==> src/hdl/mbapchk_pkg.sv <==
// Types and constants of the MBAP frame checker.
package mbapchk_pkg;

  localparam int POS_W = 17;
  localparam int LEN_W = 16;

  localparam logic [15:0] MAX_LENGTH_RST = 16'd10000;
  localparam logic [15:0] MIN_LENGTH     = 16'd6;
  localparam logic [16:0] HEADER_TAIL    = 17'd6;

  localparam logic [16:0] POS_TID_HI  = 17'd0;
  localparam logic [16:0] POS_TID_LO  = 17'd1;
  localparam logic [16:0] POS_LEN_HI  = 17'd4;
  localparam logic [16:0] POS_LEN_LO  = 17'd5;
  localparam logic [16:0] POS_ADDR_HI = 17'd8;
  localparam logic [16:0] POS_ADDR_LO = 17'd9;
  localparam logic [16:0] POS_RET_HI  = 17'd10;
  localparam logic [16:0] POS_RET_LO  = 17'd11;

  typedef enum logic [1:0] {
    ST_OK        = 2'd0,
    ST_SIZE_ERR  = 2'd1,
    ST_CHECK_ERR = 2'd2
  } status_t;

  typedef struct packed {
    logic        valid;
    status_t     status;
    logic [15:0] func_addr;
    logic [15:0] return_value;
    logic [15:0] transaction_id;
  } result_t;

endpackage

==> src/hdl/mbapchk_parser.sv <==
// Frame state, header capture, length check and LRC compare for one byte.
module mbapchk_parser (
  input  logic                  clk,
  input  logic                  rst_n,
  input  logic                  step,
  input  logic [7:0]            rx_byte,
  input  logic                  frame_start,
  input  logic [15:0]           max_length,
  output mbapchk_pkg::result_t  res
);
  import mbapchk_pkg::*;

  logic [POS_W-1:0] pos_r, pos_nxt;
  logic             recv_r, recv_nxt;
  logic [LEN_W-1:0] len_r, len_nxt;
  logic [7:0]       sum_r, sum_nxt;
  logic [15:0]      addr_r, addr_nxt;
  logic [15:0]      ret_r, ret_nxt;
  logic [15:0]      tid_r, tid_nxt;

  logic             active;
  logic             end_hit;
  logic [POS_W-1:0] pos_cur;
  logic [LEN_W-1:0] len_cur;
  logic [7:0]       sum_cur;
  logic [15:0]      addr_cur, ret_cur, tid_cur;
  logic [7:0]       expect_b;

  always_comb begin
    active   = frame_start | recv_r;
    pos_cur  = frame_start ? '0 : pos_r;
    len_cur  = frame_start ? '0 : len_r;
    sum_cur  = frame_start ? '0 : sum_r;
    addr_cur = frame_start ? '0 : addr_r;
    ret_cur  = frame_start ? '0 : ret_r;
    tid_cur  = frame_start ? '0 : tid_r;
    end_hit  = (pos_cur > POS_LEN_LO) && (pos_cur == ({1'b0, len_cur} + HEADER_TAIL));
    expect_b = 8'(8'd0 - sum_cur);

    pos_nxt  = pos_r;
    recv_nxt = recv_r;
    len_nxt  = len_r;
    sum_nxt  = sum_r;
    addr_nxt = addr_r;
    ret_nxt  = ret_r;
    tid_nxt  = tid_r;

    res.valid          = 1'b0;
    res.status         = ST_OK;
    res.func_addr      = addr_cur;
    res.return_value   = ret_cur;
    res.transaction_id = tid_cur;

    if (active) begin
      len_nxt  = len_cur;
      addr_nxt = addr_cur;
      ret_nxt  = ret_cur;
      tid_nxt  = tid_cur;
      pos_nxt  = pos_cur;
      sum_nxt  = sum_cur;
      recv_nxt = 1'b1;
      if (end_hit) begin
        recv_nxt   = 1'b0;
        res.valid  = 1'b1;
        res.status = (expect_b == rx_byte) ? ST_OK : ST_CHECK_ERR;
      end else begin
        sum_nxt = 8'(sum_cur + rx_byte);
        case (pos_cur)
          POS_TID_HI:  tid_nxt  = {rx_byte, 8'd0};
          POS_TID_LO:  tid_nxt  = {tid_cur[15:8], rx_byte};
          POS_LEN_HI:  len_nxt  = {rx_byte, 8'd0};
          POS_LEN_LO:  len_nxt  = {len_cur[15:8], rx_byte};
          POS_ADDR_HI: addr_nxt = {rx_byte, 8'd0};
          POS_ADDR_LO: addr_nxt = {addr_cur[15:8], rx_byte};
          POS_RET_HI:  ret_nxt  = {rx_byte, 8'd0};
          POS_RET_LO:  ret_nxt  = {ret_cur[15:8], rx_byte};
          default: ;
        endcase
        pos_nxt = POS_W'(pos_cur + 1'b1);
        if ((pos_cur == POS_LEN_LO) &&
            ((len_nxt < MIN_LENGTH) || (len_nxt > max_length))) begin
          recv_nxt           = 1'b0;
          res.valid          = 1'b1;
          res.status         = ST_SIZE_ERR;
          res.func_addr      = '0;
          res.return_value   = '0;
          res.transaction_id = tid_nxt;
        end
      end
    end
  end

  always_ff @(posedge clk) begin
    if (!rst_n) begin
      pos_r  <= '0;
      recv_r <= 1'b0;
      len_r  <= '0;
      sum_r  <= '0;
      addr_r <= '0;
      ret_r  <= '0;
      tid_r  <= '0;
    end else if (step) begin
      pos_r  <= pos_nxt;
      recv_r <= recv_nxt;
      len_r  <= len_nxt;
      sum_r  <= sum_nxt;
      addr_r <= addr_nxt;
      ret_r  <= ret_nxt;
      tid_r  <= tid_nxt;
    end
  end

endmodule

==> src/hdl/mbap_frame_checker_with_lrc_unit.sv <==
// MBAP frame checker with LRC: input register, frame parser, result register.
// out_tvalid rises once the request's byte has passed the input register and the result register.
// Throughput: one byte per cycle unless a waiting result is stalled; an empty input register still takes a byte then.
// Reset (rst_n low, synchronous): frame state idle, registers empty, max_length 10000.
// Config writes are always taken (cfg_ready high).
module mbap_frame_checker_with_lrc_unit (
  input  logic        clk,
  input  logic        rst_n,
  input  logic        in_tvalid,
  output logic        in_tready,
  input  logic [7:0]  in_tdata,   // [7:0] rx_byte
  input  logic [0:0]  in_tuser,   // [0] frame_start
  output logic        out_tvalid,
  input  logic        out_tready,
  output logic [47:0] out_tdata,  // [15:0] func_addr, [31:16] return_value,
                                  // [47:32] transaction_id
  output logic [1:0]  out_tuser,  // [1:0] status
  input  logic        cfg_valid,
  output logic        cfg_ready,
  input  logic [15:0] cfg_data    // max_length
);
  import mbapchk_pkg::*;

  logic        in_v_r;
  logic [7:0]  in_byte_r;
  logic        in_start_r;
  logic [15:0] max_len_r;
  logic        out_v_r;
  result_t     out_r;
  result_t     res;
  logic        out_free;
  logic        advance;

  assign out_free  = !out_v_r || out_tready;
  assign advance   = in_v_r && out_free;
  assign in_tready = !in_v_r || advance;
  assign cfg_ready = 1'b1;

  always_ff @(posedge clk) begin
    if (!rst_n) begin
      max_len_r <= MAX_LENGTH_RST;
    end else if (cfg_valid) begin
      max_len_r <= cfg_data;
    end
  end

  always_ff @(posedge clk) begin
    if (!rst_n) begin
      in_v_r <= 1'b0;
    end else if (in_tready) begin
      in_v_r <= in_tvalid;
    end
  end

  always_ff @(posedge clk) begin
    if (in_tready && in_tvalid) begin
      in_byte_r  <= in_tdata;
      in_start_r <= in_tuser[0];
    end
  end

  mbapchk_parser u_parser (
    .clk         (clk),
    .rst_n       (rst_n),
    .step        (advance),
    .rx_byte     (in_byte_r),
    .frame_start (in_start_r),
    .max_length  (max_len_r),
    .res         (res)
  );

  always_ff @(posedge clk) begin
    if (!rst_n) begin
      out_v_r <= 1'b0;
    end else if (out_free) begin
      out_v_r <= advance && res.valid;
    end
  end

  always_ff @(posedge clk) begin
    if (advance && res.valid && out_free) begin
      out_r <= res;
    end
  end

  assign out_tvalid = out_v_r;
  assign out_tdata  = {out_r.transaction_id, out_r.return_value, out_r.func_addr};
  assign out_tuser  = out_r.status;

endmodule

==> config.mk <==
export PLATFORM = sky130hd
export DESIGN_NAME = mbap_frame_checker_with_lrc_unit
export DESIGN_NICKNAME = d
export VERILOG_FILES = /design/src/hdl/mbapchk_pkg.sv /design/src/hdl/mbapchk_parser.sv /design/src/hdl/mbap_frame_checker_with_lrc_unit.sv
export SDC_FILE = /design/constraint.sdc
export NUM_CORES = 1
export LEC_CHECK = 0
export BUFFER_PORTS_ARGS = -buffer_cell sky130_fd_sc_hd__buf_2
export CORE_ASPECT_RATIO = 0.9
export CORE_MARGIN = 2
export CORE_UTILIZATION = 55
export CTS_CLUSTER_DIAMETER = 100
export DETAILED_ROUTE_END_ITERATION = 8
export MAX_ROUTING_LAYER = met4
export PLACE_DENSITY = 0.86
export SYNTH_ARGS = -nofsm -noshare
export SYNTH_HDL_FRONTEND = slang
export SYNTH_SLANG_ARGS = --single-unit
==> constraint.sdc <==
create_clock -name clk -period 7.8 [get_ports clk]
set_input_delay 0.78 -clock clk [delete_from_list [all_inputs] [get_ports clk]]
set_output_delay 0.78 -clock clk [all_outputs]
set_load 0.05 [all_outputs]
==> results.md, run 1 <==
* Wirelength, routed at 23.2 mm
* Slew at the pin with the worst max-slew slack at 1300 ps
* Max stage delay on crit path at 1060 ps
* Setup violators final at 0
* Static leakage at 3.80 nW
* Final min period at 6490 ps
* Most frequent cell after synthesis: dfxtp_1
* Vias at 7461
* Crit-path max FO at 50
* Unique masters post-synth at 75
* Synth Area in Adders at 4.12%
* DR WL/cell at 19.6 um
* Yosys warns at 0
* CP max-delay cell: edfxtp_1
* Clk_lat worst skew at 430 ps
* Xor/xnor share of the synthesized area at 3.43%
* Grt total ovfl at 0
* Leading post-synthesis cells by cell area: dfxtp_1, edfxtp_1, ha_1
* Antenna cells at 0
* Core area at 0.0154 mm2
* Placed Cells at 1152
* Clk pin slew, worst setup/hold paths at 60 ps
* Initial antenna violation count at 0
* First-pass DRT Iterations at 6
* Post-Syn Area at 0.00868 mm2
* Synth cell count leaders: dfxtp_1, nand2_1, edfxtp_1, nor2_1, o21ai_0
* CP required at 7810 ps
* DR iter-0 viols at 833
* Synth top area share at 24.9%
* Pin count of the biggest net entering global routing at 52
* Fin worst setup slack at 1310 ps
* Layout cells sized above 1 at 14.2%
* Die width at 136 um
* Placed Area at 0.00912 mm2
* Max Freq at 0.154 GHz
* Initial Utilization at 56.2%
* Hold buffers post-CTS at 0
* Num CTS Buffers at 17
* Post-synth top area cell: dfxtp_1
* Vias in the first global route at 6984
* Cts repair resizes at 0
* Met3 GRT Util at 6.93%
* Maximum vdd drop at 0.179 mV
* CP arrival at 6500 ps
* Critical path launch point type: flop
* Layout area overhead at 12.5%
* Simple-Gate Fraction of Synth Area at 22.8%
* TNS Setup at 0 ps
* Slew Limit Fails at 0
* Mapped Nets at 985
* Remaining DRCs at 0
* Clk buf depth at 2
* GPL Wtd Cong at 1.01
* Post-CTS Setup Bufs at 0
* Top FF cell, synth: dfxtp_1
* Worst Clk Skew at 10.2 ps
* Fin Hold WS at 446 ps
* Die area at 0.0168 mm2
* Post-synth EDFFs at 59
* Min-Delay Path Class: flop to flop
* GRT Overall Usage at 29.1%
* Status: finished clean
* First-pass GRT wire length at 36.7 mm
* Crit path buffers/inverters at 2
* Critical Path, Cell by Cell: inv_1, nand2_1, ha_1, nor2_1, a21oi_1, a22o_1, ha_1, nand4_1, nor2_1, a211o_1, or4bb_1, a21oi_1, nor4b_1, o41ai_1, inv_2
* Setup CP Type: flop to flop
* Fin area at 0.00976 mm2
* Slew HR at 13.2%
* Fill cells at 1211
* Final non-filler cell total at 1184
* Crit. End Element: flop
* Clock root buffer: clkbuf_16
* Seq/Total Area, Yosys at 45.3%
* Final Hold Vio Count at 0
* Mux share of post-synthesis cell area at 2.55%
* Dpl ws at 1370 ps
* M2 GR Usage at 45.0%
* Fin util at 63.2%
* Synthesized instance count at 927
* Largest family of logic cells by synthesized area: simple AND/OR/NAND/NOR gates
* Synth Area in Compound Gates at 16.4%
* # clock sinks at 167
* Critical path's top delay family: compound AO/OA/AOI/OAI gates
* Period utilisation layout at 83.3%
* CTS tree: yes
* HPWL Detailed at 15.2 mm
* Max Cap Violations at 0
* Die height at 123 um
* I/O pins at 83
* Ys async rst share at 0%
* M1 GR Usage at 36.8%
* Vias per cell at 6.30
* CTS H-tree lvls at 4
* Detail Route Antenna Nets at 0
* FF+latch count, synth at 167
* Cell Rows at 43
* Busiest layer in global routing: met2
* Syn Area/Cell at 9.36 um2
* Pwr dens at 206 mW/mm2
* I/O Buffers at 81
* RSZ-0062 raised after global routing: no
* Overall Power at 2.01 mW
* Final nets at 1027
==> cells by family after synthesis <==
| kind of cell | after synthesis |
|---|---|
| buffers and inverters | 116 |
| XOR/XNOR | 34 |
| AND/OR/NAND/NOR | 356 |
| adder cells (fa/ha/maj) | 28 |
| flip-flops | 167 |
| AO/OA/AOI/OAI | 203 |
| multiplexers | 22 |
| other | 1 |
==> flip-flops by register name (all words and copies together), names as in the netlist, 2 cells and up <==
| name | flops |
|---|---|
| u_parser.addr_r | 16 |
| max_len_r | 16 |
| u_parser.pos_r | 17 |
| u_parser.len_r | 16 |
| u_parser.ret_r | 16 |
| u_parser.sum_r | 8 |
| out_tuser | 2 |
| out_tdata | 48 |
| in_byte_r | 8 |
| u_parser.tid_r | 16 |
==> where the power goes <==
part	internal, mW	switching (mW)
registers	0.913	0.0330
logic	0.0555	0.0955
clock network	0.570	0.342
total	1.54	0.471
==> tightest hold or removal path: stages, from the launching register on <==
cell and delay (ps):
dfxtp_1 320, nand2_1 40, o21ai_0 50
==> cell type report <==
class / instances / area, um2 / area share (%)
repair buffers: 91 / 480 / 4.92
clock inverters: 11 / 195 / 2.00
clock buffers: 21 / 440 / 4.51
flip-flops and latches: 167 / 3930 / 40.3
inverters: 48 / 180 / 1.85
well taps: 202 / 253 / 2.59
multi-input cells: 644 / 4280 / 43.8
==> placed cells by master (no fill, tap or decap), types with 10 or more instances in the layout <==
cell	instances
a21oi_1	40
a22o_1	21
a22oi_1	11
buf_2	81
buf_4	10
clkbuf_16	17
dfxtp_1	108
edfxtp_1	59
ha_1	27
inv_1	47
mux2i_1	21
nand2_1	73
nand3_1	39
nand4_1	23
nor2_1	58
nor2b_1	30
nor3_1	41
nor3b_1	20
nor4_1	14
o21ai_0	49
xnor2_1	24
xor2_1	10
==> worst paths after layout <==
path / startpoint / endpoint / slack [ps] / depth (start not counted)
setup / recovery: in_start_r / out_tdata[39] / 1310 / 15
hold / removal: u_parser.tid_r[1] / u_parser.tid_r[1] / 450 / 2
setup reg to reg: in_start_r / out_tdata[39] / 1310 / 15
hold reg to reg: u_parser.tid_r[1] / u_parser.tid_r[1] / 450 / 2
==> metal layers <==
metal | share of wire [%] | up-vias
li1 | - | 3472
met1 | 42 | 3562
met2 | 47 | 366
met3 | 8.5 | 61
met4 | 2.9 | 0
met5 | 0 | -
Note: power is estimated with default switching activity, not from simulation.
==> inputs of run 2 (changes only) <==
Settings changed: ABC_AREA set to 1.
Clock period 7.8 ns to 6.3 ns, I/O delays scaled along.
==> results.md, run 2 <==
* Hold buffers post-CTS at 0
* GRT Overall Usage at 27.5%
* RSZ-0062 raised after global routing: no
* Metal1 wirelength at 10.1 mm
* Post-synth EDFFs at 59
* Post-synth top area cell: dfxtp_1
* WL met2 at 11.0 mm
* Ys async rst share at 0%
* Core area at 0.0167 mm2
* Seq/Total Area, Yosys at 42.3%
* Die height at 127 um
* Setup violators final at 0
* Overall Power at 2.40 mW
* Most frequent cell after synthesis: nand2_1
* DR iter-0 viols at 996
* DR WL/cell at 15.4 um
* Number of flip-flops in the largest register at 48
* I/O pins at 83
* Critical path launch point type: flop
* GPL Wtd Cong at 0.980
* Yosys warns at 0
* Crit. End Element: flop
* Vias per cell at 5.63
* TNS Setup at 0 ps
* Synth top area share at 23.3%
* Syn Area/Cell at 7.32 um2
* Clk pin slew, worst setup/hold paths at 70 ps
* Cell Rows at 45
* Max Cap Violations at 0
* Uppermost routed layer: met4
* Initial Utilization at 55.6%
* Antenna cells at 0
* Pwr dens at 232 mW/mm2
* Vias at 8717
* Post-Syn Area at 0.00929 mm2
* Leading post-synthesis cells by cell area: dfxtp_1, edfxtp_1, nand2_1
* Layout cells sized above 1 at 12.5%
* Mapped Nets at 1327
* Num CTS Buffers at 17
* Commonest non-fill, non-tap cell in the layout: nand2_1
* Grt total ovfl at 0
* Slew at the pin with the worst max-slew slack at 1100 ps
* Remaining DRCs at 0
* Period utilisation layout at 78.7%
* CP arrival at 5020 ps
* First-pass DRT Iterations at 6
* Unique masters post-synth at 46
* Met3 Routed Length at 1.89 mm
* HPWL Detailed at 16.1 mm
* Max Freq at 0.202 GHz
* Fin area at 0.0104 mm2
* Maximum vdd drop at 0.179 mV
* Worst Clk Skew at 12.0 ps
* Most frequent cells in the layout: nand2_1, inv_1, nor2_1, a21oi_1, dfxtp_1
* Final nets at 1381
* Slew Limit Fails at 0
* Worst reg2reg setup slack at 1340 ps
* I/O Buffers at 81
* Synth cell count leaders: nand2_1, inv_1, nor2_1, a21oi_1, dfxtp_1
* Post-CTS Setup Bufs at 0
* CP required at 6360 ps
* Placed Area at 0.00975 mm2
* First-pass GRT wire length at 38.3 mm
* Slew HR at 26.9%
* Fill cells at 1419
* Initial antenna violation count at 0
* Clk_lat worst skew at 440 ps
* Min-Delay Path Class: primary input to flop
* Cts repair resizes at 0
* Static leakage at 4.56 nW
* Synthesized instance count at 1269
* Final Hold Vio Count at 0
* Pin count of the biggest net entering global routing at 117
* Setup CP Type: flop to flop
* Wirelength, routed at 23.9 mm
* Die area at 0.0179 mm2
* Vias in the first global route at 7997
* Clk buf depth at 2
* Final min period at 4960 ps
* Clock root buffer: clkbuf_16
* FF+latch count, synth at 167
* Detail Route Antenna Nets at 0
* Fin Hold WS at 362 ps
* Status: finished clean
* CTS H-tree lvls at 4
* # clock sinks at 167
* Die width at 141 um
* Crit-path max FO at 51
* CTS tree: yes
* Top FF cell, synth: dfxtp_1
* Layout area overhead at 11.4%
run 2: cell type report:
type	count	area (um2)	share of cell area [%]
Clock buffer	24	492	4.75
Inverter	201	754	7.29
Tap cell	211	264	2.55
Timing Repair Buffer	86	443	4.28
Sequential cell	167	3930	38.0
Multi-Input combinational cell	850	4360	42.1
Clock inverter	8	111	1.08
run 2: final timing paths:
kind | startpoint | end | cells past startpoint
hold / removal | in_tdata[0] | in_byte_r[0] | 1
hold reg to reg | u_parser.sum_r[0] | u_parser.sum_r[0] | 2
setup / recovery | in_start_r | out_tdata[37] | 25
setup reg to reg | in_start_r | out_tdata[37] | 25
run 2: cell families (layout without fill, tap and decap cells):
group | after synthesis | count (layout) | synth area share (%)
AOI/OAI and AO/OA | 273 | 273 | 15.9
xor gates and xnor gates | 32 | 32 | 3.16
adders and majority gates | 28 | 28 | 3.85
buffers and inverters | 252 | 319 | 10.8
DFF | 167 | 167 | 42.3
other | 1 | 1 | 0.0404
and+or+nand+nor | 516 | 516 | 24.0
run 2: report_power, final:
group / internal, mW / switching, mW
combinational: 0.0543 / 0.124
clock: 0.632 / 0.435
sequential: 1.14 / 0.0133
total: 1.83 / 0.573
run 2: worst max-delay path: stages, from the launching register on:
cell and delay, ps:
edfxtp_1 400, inv_2 430, nand2_1 180, inv_1 150, ha_1 190, inv_1 50, nor2_1 160, nand2_1 140
nor2_4 170, nand2_2 180, nand2_4 210, o22ai_1 130, ha_1 360, nand2_1 80, o21a_1 190, o21ai_0 130
nand4_1 110, nand2_1 70, inv_1 30, nand2_1 50, nand2_1 60, nand2_1 90, nand2_1 60, nand2_1 50
nand2_1 80, inv_2 730
run 2: through the flow:
stage | setup WS, ps | util [%] | std cells
4_1_cts | 1380 | 61.9 | 1547
6_report | 1340 | 61.9 | 1547
5_1_grt | 985 | 61.9 | 1547
3_3_place_gp | 1610 | 58.3 | 1515
2_1_floorplan | 1780 | - | 1269
3_5_place_dp | 1440 | 58.3 | 1515
run 2: layer usage:
metal	up-vias	track usage, %
li1	4231	-
met1	3976	34.1
met2	436	43.7
met3	74	5.58
met4	0	12.7
met5	-	-
